## src/hw/rtl/hdq_pkg.sv

```systemverilog
package hdq_pkg;

    localparam int DEPTH = 16;
    localparam int HANDLE_W = 8;
    localparam int IDX_W = $clog2(DEPTH);
    localparam int CNT_W = $clog2(DEPTH + 1);
    localparam int POS_W = 4;
    localparam int OUT_HANDLE_W = 8;

    typedef enum logic [2:0] {
        OP_PUSH_BACK   = 3'd0,
        OP_PUSH_FRONT  = 3'd1,
        OP_POP_FRONT   = 3'd2,
        OP_POP_BACK    = 3'd3,
        OP_READ_AT     = 3'd4,
        OP_DELETE_AT   = 3'd5,
        OP_REMOVE      = 3'd6,
        OP_CLEAR       = 3'd7
    } t_op;

    localparam logic [1:0] STAT_OK = 2'd0;
    localparam logic [1:0] STAT_MISS = 2'd1;
    localparam logic [1:0] STAT_FULL = 2'd2;

    typedef enum logic {
        S_IDLE,
        S_EXEC
    } t_state;

    typedef struct packed {
        logic capture;
        logic execute;
    } t_ctrl;

endpackage

```

## src/hw/rtl/hdq_ctrl.sv

```systemverilog
module hdq_ctrl (
    input  logic          i_clk,
    input  logic          i_rst_n,
    input  logic          i_s_tvalid,
    output logic          o_s_tready,
    output logic          o_m_tvalid,
    input  logic          i_m_tready,
    output hdq_pkg::t_ctrl o_ctrl
);

    hdq_pkg::t_state r_state;
    hdq_pkg::t_state n_state;
    logic            r_out_valid;
    logic            n_out_valid;
    logic            s_ready;

    assign s_ready = (r_state == hdq_pkg::S_IDLE) && (!r_out_valid || i_m_tready);

    always_comb begin
        n_state = r_state;
        unique case (r_state)
            hdq_pkg::S_IDLE: begin
                if (i_s_tvalid && s_ready) begin
                    n_state = hdq_pkg::S_EXEC;
                end
            end
            hdq_pkg::S_EXEC: begin
                n_state = hdq_pkg::S_IDLE;
            end
            default: begin
                n_state = hdq_pkg::S_IDLE;
            end
        endcase
    end

    always_comb begin
        o_ctrl.capture = 1'b0;
        o_ctrl.execute = 1'b0;
        unique case (r_state)
            hdq_pkg::S_IDLE: begin
                o_ctrl.capture = i_s_tvalid && s_ready;
            end
            hdq_pkg::S_EXEC: begin
                o_ctrl.execute = 1'b1;
            end
            default: begin
                o_ctrl.execute = 1'b0;
            end
        endcase
    end

    always_comb begin
        n_out_valid = r_out_valid;
        if (r_out_valid && i_m_tready) begin
            n_out_valid = 1'b0;
        end
        if (o_ctrl.execute) begin
            n_out_valid = 1'b1;
        end
    end

    always_ff @(posedge i_clk) begin
        if (!i_rst_n) begin
            r_state     <= hdq_pkg::S_IDLE;
            r_out_valid <= 1'b0;
        end else begin
            r_state     <= n_state;
            r_out_valid <= n_out_valid;
        end
    end

    assign o_s_tready = s_ready;
    assign o_m_tvalid = r_out_valid;

endmodule

```

## src/hw/rtl/hdq_datapath.sv

```systemverilog
module hdq_datapath (
    input  logic                              i_clk,
    input  logic                              i_rst_n,
    input  hdq_pkg::t_ctrl                    i_ctrl,
    input  logic [2:0]                        i_cmd,
    input  logic [7:0]                        i_handle_in,
    input  logic [hdq_pkg::POS_W-1:0]         i_position,
    output logic [1:0]                        o_status,
    output logic [hdq_pkg::OUT_HANDLE_W-1:0]  o_handle_out,
    output logic                              o_handle_valid,
    output logic [hdq_pkg::CNT_W-1:0]         o_entries
);

    hdq_pkg::t_op                       r_op;
    logic [hdq_pkg::HANDLE_W-1:0]       r_h;
    logic [hdq_pkg::POS_W-1:0]          r_pos;
    logic [hdq_pkg::CNT_W-1:0]          r_occ;
    logic [hdq_pkg::CNT_W-1:0]          n_occ;
    logic [hdq_pkg::HANDLE_W-1:0]       r_store [hdq_pkg::DEPTH];
    logic [hdq_pkg::HANDLE_W-1:0]       n_store [hdq_pkg::DEPTH];

    logic [1:0]                         r_status;
    logic [hdq_pkg::OUT_HANDLE_W-1:0]   r_hout;
    logic                               r_hvalid;
    logic [hdq_pkg::CNT_W-1:0]          r_entries;
    logic [1:0]                         n_status;
    logic [hdq_pkg::OUT_HANDLE_W-1:0]   n_hout;
    logic                               n_hvalid;

    logic                               full;
    logic                               empty;
    logic                               pos_ok;
    logic [hdq_pkg::DEPTH-1:0]          match;
    logic                               found;
    logic [hdq_pkg::IDX_W-1:0]          match_idx;
    logic [hdq_pkg::IDX_W-1:0]          back_idx;
    logic [hdq_pkg::IDX_W-1:0]          rd_idx;
    logic [hdq_pkg::HANDLE_W-1:0]       rd_data;
    logic                               do_push_back;
    logic                               do_push_front;
    logic                               do_take;

    always_ff @(posedge i_clk) begin
        if (i_ctrl.capture) begin
            r_op  <= hdq_pkg::t_op'(i_cmd);
            r_h   <= i_handle_in[hdq_pkg::HANDLE_W-1:0];
            r_pos <= i_position;
        end
    end

    assign full     = (r_occ == hdq_pkg::CNT_W'(hdq_pkg::DEPTH));
    assign empty    = (r_occ == '0);
    assign pos_ok   = (hdq_pkg::CNT_W'(r_pos) < r_occ);
    assign back_idx = hdq_pkg::IDX_W'(r_occ - hdq_pkg::CNT_W'(1));

    always_comb begin
        for (int i = 0; i < hdq_pkg::DEPTH; i++) begin
            match[i] = (hdq_pkg::CNT_W'(i) < r_occ) && (r_store[i] == r_h);
        end
        found     = 1'b0;
        match_idx = '0;
        for (int i = hdq_pkg::DEPTH - 1; i >= 0; i--) begin
            if (match[i]) begin
                found     = 1'b1;
                match_idx = hdq_pkg::IDX_W'(i);
            end
        end
    end

    always_comb begin
        do_push_back  = 1'b0;
        do_push_front = 1'b0;
        do_take       = 1'b0;
        rd_idx        = '0;
        n_status      = hdq_pkg::STAT_OK;
        n_hvalid      = 1'b0;
        n_occ         = r_occ;
        unique case (r_op)
            hdq_pkg::OP_PUSH_BACK: begin
                if (full) begin
                    n_status = hdq_pkg::STAT_FULL;
                end else begin
                    do_push_back = 1'b1;
                end
            end
            hdq_pkg::OP_PUSH_FRONT: begin
                if (full) begin
                    n_status = hdq_pkg::STAT_FULL;
                end else begin
                    do_push_front = 1'b1;
                end
            end
            hdq_pkg::OP_POP_FRONT: begin
                if (empty) begin
                    n_status = hdq_pkg::STAT_MISS;
                end else begin
                    do_take = 1'b1;
                end
            end
            hdq_pkg::OP_POP_BACK: begin
                rd_idx = back_idx;
                if (empty) begin
                    n_status = hdq_pkg::STAT_MISS;
                end else begin
                    do_take = 1'b1;
                end
            end
            hdq_pkg::OP_READ_AT: begin
                rd_idx = r_pos[hdq_pkg::IDX_W-1:0];
                if (!pos_ok) begin
                    n_status = hdq_pkg::STAT_MISS;
                end else begin
                    n_hvalid = 1'b1;
                end
            end
            hdq_pkg::OP_DELETE_AT: begin
                rd_idx = r_pos[hdq_pkg::IDX_W-1:0];
                if (!pos_ok) begin
                    n_status = hdq_pkg::STAT_MISS;
                end else begin
                    do_take = 1'b1;
                end
            end
            hdq_pkg::OP_REMOVE: begin
                rd_idx = match_idx;
                if (!found) begin
                    n_status = hdq_pkg::STAT_MISS;
                end else begin
                    do_take = 1'b1;
                end
            end
            hdq_pkg::OP_CLEAR: begin
                n_occ = '0;
            end
            default: begin
                n_occ = r_occ;
            end
        endcase
        if (do_take) begin
            n_hvalid = 1'b1;
            n_occ    = r_occ - hdq_pkg::CNT_W'(1);
        end
        if (do_push_back || do_push_front) begin
            n_occ = r_occ + hdq_pkg::CNT_W'(1);
        end
    end

    assign rd_data = r_store[rd_idx];

    always_comb begin
        n_hout = '0;
        if (n_hvalid) begin
            n_hout = hdq_pkg::OUT_HANDLE_W'(rd_data);
        end else if (r_op == hdq_pkg::OP_CLEAR) begin
            n_hout = hdq_pkg::OUT_HANDLE_W'(r_occ);
        end
    end

    always_comb begin
        for (int i = 0; i < hdq_pkg::DEPTH; i++) begin
            n_store[i] = r_store[i];
        end
        if (do_push_back) begin
            n_store[r_occ[hdq_pkg::IDX_W-1:0]] = r_h;
        end
        if (do_push_front) begin
            n_store[0] = r_h;
            for (int i = 1; i < hdq_pkg::DEPTH; i++) begin
                n_store[i] = r_store[i-1];
            end
        end
        if (do_take) begin
            for (int i = 0; i < hdq_pkg::DEPTH - 1; i++) begin
                if (hdq_pkg::IDX_W'(i) >= rd_idx) begin
                    n_store[i] = r_store[i+1];
                end
            end
        end
    end

    always_ff @(posedge i_clk) begin
        if (i_ctrl.execute) begin
            for (int i = 0; i < hdq_pkg::DEPTH; i++) begin
                r_store[i] <= n_store[i];
            end
            r_status  <= n_status;
            r_hout    <= n_hout;
            r_hvalid  <= n_hvalid;
            r_entries <= n_occ;
        end
    end

    always_ff @(posedge i_clk) begin
        if (!i_rst_n) begin
            r_occ <= '0;
        end else if (i_ctrl.execute) begin
            r_occ <= n_occ;
        end
    end

    assign o_status       = r_status;
    assign o_handle_out   = r_hout;
    assign o_handle_valid = r_hvalid;
    assign o_entries      = r_entries;

endmodule

```

## src/hw/rtl/handle_deque_with_indexed_delete_top.sv

```systemverilog
// Ordered queue of up to 16 buffer handles with push and pop at both ends, read and
// delete at an index, remove by value, and clear; each request gives one result with
// a status, the handle taken out or read (on clear, the count cleared), and the count
// left queued. A request is first registered; then, in the execute state, the cell row
// shifts and compares all entries at once and the result register loads. A new
// request is accepted only in the idle state, when no result is waiting or the waiting
// result leaves on the same edge; no new request is taken while one is in progress.
module handle_deque_with_indexed_delete_top (
    input  logic        i_clk,
    input  logic        i_rst_n,
    input  logic        i_s_tvalid,
    output logic        o_s_tready,
    input  logic [15:0] i_s_tdata,  // handle_in[7:0], position[11:8], zero[15:12]
    input  logic [2:0]  i_s_tuser,  // cmd[2:0]
    output logic        o_m_tvalid,
    input  logic        i_m_tready,
    output logic [15:0] o_m_tdata,  // handle_out[7:0], entries[12:8], zero[15:13]
    output logic [2:0]  o_m_tuser   // status[1:0], handle_valid[2]
);

    hdq_pkg::t_ctrl                     ctrl;
    logic [1:0]                         status;
    logic [hdq_pkg::OUT_HANDLE_W-1:0]   handle_out;
    logic                               handle_valid;
    logic [hdq_pkg::CNT_W-1:0]          entries;

    hdq_ctrl u_ctrl (
        .i_clk      (i_clk),
        .i_rst_n    (i_rst_n),
        .i_s_tvalid (i_s_tvalid),
        .o_s_tready (o_s_tready),
        .o_m_tvalid (o_m_tvalid),
        .i_m_tready (i_m_tready),
        .o_ctrl     (ctrl)
    );

    hdq_datapath u_datapath (
        .i_clk          (i_clk),
        .i_rst_n        (i_rst_n),
        .i_ctrl         (ctrl),
        .i_cmd          (i_s_tuser),
        .i_handle_in    (i_s_tdata[7:0]),
        .i_position     (i_s_tdata[11:8]),
        .o_status       (status),
        .o_handle_out   (handle_out),
        .o_handle_valid (handle_valid),
        .o_entries      (entries)
    );

    assign o_m_tdata = {3'b000, entries, handle_out};
    assign o_m_tuser = {handle_valid, status};

    a_one_at_a_time: assert property (@(posedge i_clk) disable iff (!i_rst_n)
        (i_s_tvalid && o_s_tready) |=> !o_s_tready)
        else $error("Request accepted while another is in progress.");

    a_entries_bound: assert property (@(posedge i_clk) disable iff (!i_rst_n)
        o_m_tvalid |-> (entries <= hdq_pkg::CNT_W'(hdq_pkg::DEPTH)))
        else $error("Entry count exceeds the queue depth.");

    a_handle_ok: assert property (@(posedge i_clk) disable iff (!i_rst_n)
        (o_m_tvalid && handle_valid) |-> (status == hdq_pkg::STAT_OK))
        else $error("Handle reported with a failing status.");

    a_exec_result: assert property (@(posedge i_clk) disable iff (!i_rst_n)
        ctrl.execute |=> o_m_tvalid)
        else $error("Executed request produced no result.");

endmodule
```

## config.mk

```make
export PLATFORM = sky130hd
export DESIGN_NAME = handle_deque_with_indexed_delete_top
export DESIGN_NICKNAME = d
export VERILOG_FILES = /design/src/hw/rtl/hdq_pkg.sv /design/src/hw/rtl/hdq_ctrl.sv /design/src/hw/rtl/hdq_datapath.sv /design/src/hw/rtl/handle_deque_with_indexed_delete_top.sv
export SDC_FILE = /design/constraint.sdc
export NUM_CORES = 1
export LEC_CHECK = 0
export BUFFER_PORTS_ARGS = -buffer_cell sky130_fd_sc_hd__buf_4
export CAP_MARGIN = 5
export CORE_UTILIZATION = 45
export DETAILED_ROUTE_END_ITERATION = 7
export HOLD_SLACK_MARGIN = 0.12
export SYNTH_ARGS = -nofsm -noshare
export SYNTH_HDL_FRONTEND = slang
export SYNTH_SLANG_ARGS = --single-unit
export TNS_END_PERCENT = 10
```

## constraint.sdc

```tcl
create_clock -name i_clk -period 5.43 [get_ports i_clk]
set_input_delay 0.8145 -clock i_clk [delete_from_list [all_inputs] [get_ports i_clk]]
set_output_delay 0.8145 -clock i_clk [all_outputs]
set_load 0.02 [all_outputs]
```

==> impl_metrics.ini <==
[power_and_ir_drop]
internal_power_mw = 2.53
power_leakage_nw = 4.76
p_sw_frac = 0.310
net-switching-power_mw = 1.13
share_seq_of_total_power = 0.455
clock_power_share = 0.349
pwr-share-comb = 0.197
peakVddDrop_v = 0.000242
p_total_mw = 3.66
powerDensity_nw_per_um2 = 263

[layout]
final_util = 0.501
nets = 1316
multi_input_area_sq_um = 7290
fillerInstances = 2599
area_growth_pct = 9.45
register_area_sq_um = 4920
layout_common_cells = mux2i_1, edfxtp_1, nand2_1, o21ai_0, xnor2_1
drive_gt1_frac = 0.160
n_antenna_cell = 0
final_common_cell = mux2i_1

[sta]
max_freq_ghz = 0.211
finalMaxSlewViolations = 0
fin_crit_ns = 4.74
rsz0062_at_grt = false
hold_viol = 0
timing.final.crit_share = 0.873
slew_headroom = 0.267
fin_worst_skew_ns = 0.0141
setup_viol_count_final = 0
setup-tns-final_ns = 0
worst_slew_pin_slew_ns = 1.10

[global_route]
grt_usage = 0.288
grt_pass1_wl_mm = 61.9
first_global_vias = 9687
antenna_found_initial = 0
grt_max_degree = 147
grt.overflow.total = 0

[clock_tree]
clk_pin_slew_ns = 0.08
htreeDepth = 4
cts.repair.resized = 0
cts_tree = yes
cts_made_buffers = 17
clock_path_buffers = 2
cts_sinks = 166
cts_setup_buffers = 0
insertion_delay_ns = 0.45
root_buffer = clkbuf_16
hold_buffers = 0

[floorplan]
die_height_um = 170
num_rows = 61
die_w_um = 170
initial_core_util = 0.458
core_area_sq_um = 27800
die_area_sq_um = 28900
io_pins = 44

[routing]
wl_per_cell_um = 24.5
ant_nets = 0
dr_total_vias = 10300
route.detailed.drc = 0
drt_iter0_drc = 1225
dr.pass1.iters = 7
viasPerCell = 6.11
wl_mm = 41.1

[worst_setup_path]
path_class = reg2reg
cp.required_ns = 5.64
start_kind = register
rrSetupSlack_ns = 0.69
end_kind = register
worstPathMaxFanout = 21
critical_path_arrival_ns = 4.95

[run]
cap_viol_max_count = 0

[logic_synthesis]
yosysUniqueCellTypes = 64
ys_async_sr_fraction = 0
ys_seq_elements = 166
syn_area_sq_um = 12700
syn_inst = 1290
synth_warnings = 0
synth-edff-count = 159
ys.flop_type = edfxtp_1
synth_area_per_cell_sq_um = 9.86
yosysSeqAreaShare = 0.386

[worst_hold_path]
holdCritPathClass = in2reg

[run_status]
status = completed

[place]
gp_congestion = 0.987
port-buffer-count = 36
dp_hpwl_mm = 28.5
## logic make-up (layout without fill, tap and decap cells)
group                    after synthesis  in the layout  share of synthesized area
XOR/XNOR                             130            130                     0.0895
multiplexers                         278            278                      0.231
flip-flops                           166            166                      0.386
other                                  1              3                   0.000295
buffers and inverters                110            117                     0.0427
AO/OA/AOI/OAI                        258            258                      0.121
adder cells (fa/ha/maj)                7              7                    0.00689
AND/OR/NAND/NOR                      340            340                      0.122
## per-stage QoR
step / area (sq um) / setup WS, ns / hold WS, ns / cells
floorplan: 12700 / 0.487 / 0.577 / 1292
global placement: 13300 / 0.759 / 0.550 / 1645
detailed placement: 13300 / 0.775 / 0.591 / 1645
CTS: 13900 / 0.761 / 0.526 / 1677
global route: 13900 / 0.500 / 0.527 / 1677
finish: 13900 / 0.692 / 0.539 / 1677
## cell usage after synthesis (2+ instances only)
library cell / n / area, sq um
buf_6: 8 / 90.1
xor2_1: 28 / 245
nor2_1: 66 / 248
nand2_1: 156 / 586
buf_2: 26 / 130
a21boi_0: 2 / 15.0
a211o_1: 2 / 17.5
o21ai_2: 2 / 17.5
o31ai_1: 2 / 15.0
a21oi_1: 30 / 150
xnor2_1: 102 / 893
nor3_1: 16 / 80.1
nor2b_1: 6 / 37.5
o21ai_0: 150 / 751
or2_1: 2 / 12.5
nand4_1: 23 / 144
a22oi_1: 10 / 75.1
nor4_1: 12 / 75.1
nand3_1: 22 / 110
mux2i_1: 174 / 1740
nand2b_1: 8 / 50.1
dfxtp_1: 7 / 140
a211oi_1: 3 / 22.5
mux2_2: 78 / 878
nor3b_1: 2 / 15.0
or3_1: 4 / 25.0
a21o_1: 6 / 45.0
o21a_1: 5 / 37.5
a31oi_1: 4 / 25.0
nor4_2: 2 / 25.0
and2_1: 7 / 43.8
inv_1: 11 / 41.3
a22o_1: 8 / 70.1
ha_1: 7 / 87.6
clkbuf_1: 52 / 195
buf_4: 10 / 75.1
mux2_4: 8 / 120
o211ai_1: 5 / 37.5
edfxtp_1: 159 / 4770
o22ai_1: 16 / 100
buf_1: 3 / 11.3
mux2_1: 18 / 203
and3_1: 7 / 43.8
## path summary, 6_finish.rpt
| check | from | cells past startpoint | to |
|---|---|---|---|
| setup / recovery | u_datapath.r_h[0] | 11 | u_datapath.r_store[14][3] |
| hold / removal | i_s_tdata[8] | 1 | u_datapath.r_pos[0] |
| setup reg to reg | u_datapath.r_h[0] | 11 | u_datapath.r_store[14][3] |
| hold reg to reg | u_ctrl.o_m_tvalid | 2 | u_ctrl.o_m_tvalid |
## per-layer routing
layer / vias up / wire (um) / track usage
li1: 4698 / - / -
met1: 4989 / 18500 / 0.405
met2: 482 / 17900 / 0.438
met3: 85 / 3140 / 0.0479
met4: 0 / 1500 / 0.119
met5: - / 0 / 0
## power groups by stage
stage	sequential [mW]	clock (mW)	combinational [mW]
detailed placement	1.69	0	0.705
finish	1.66	1.28	0.719
floorplan	1.63	0	0.535
global route	1.67	1.33	0.777
global placement	1.69	0	0.693
CTS	1.66	1.29	0.710
## final cells by class
class / count / area share
clock buffers: 17 / 0.0306
well taps: 378 / 0.0340
inverters: 11 / 0.00297
flip-flops and latches: 166 / 0.353
clock inverters: 15 / 0.0120
multi-input cells: 1016 / 0.524
repair buffers: 74 / 0.0435
## flip-flops by register name (all words and copies together) (netlist names)
name,count
u_datapath.r_occ,5
u_datapath.o_handle_out,8
u_datapath.r_store,128
u_ctrl.o_m_tvalid,1
u_datapath.r_pos,4
u_datapath.o_status,2
u_datapath.o_entries,5
u_datapath.r_h,8
u_datapath.o_handle_valid,1
u_datapath.r_op,3
u_ctrl.r_state,1
## worst max-delay path: stages (launching register included)
cell and delay (ns):
edfxtp_1 0.99, buf_4 0.29, xnor2_1 0.12, nand4_1 0.13
nor3_1 0.58, nor4_1 0.16, a221o_1 0.40, a31oi_4 0.28
buf_4 0.36, nand2b_1 0.25, o21ai_2 0.52, mux2_2 0.39
No activity file was read; power rests on OpenSTA's default activity.
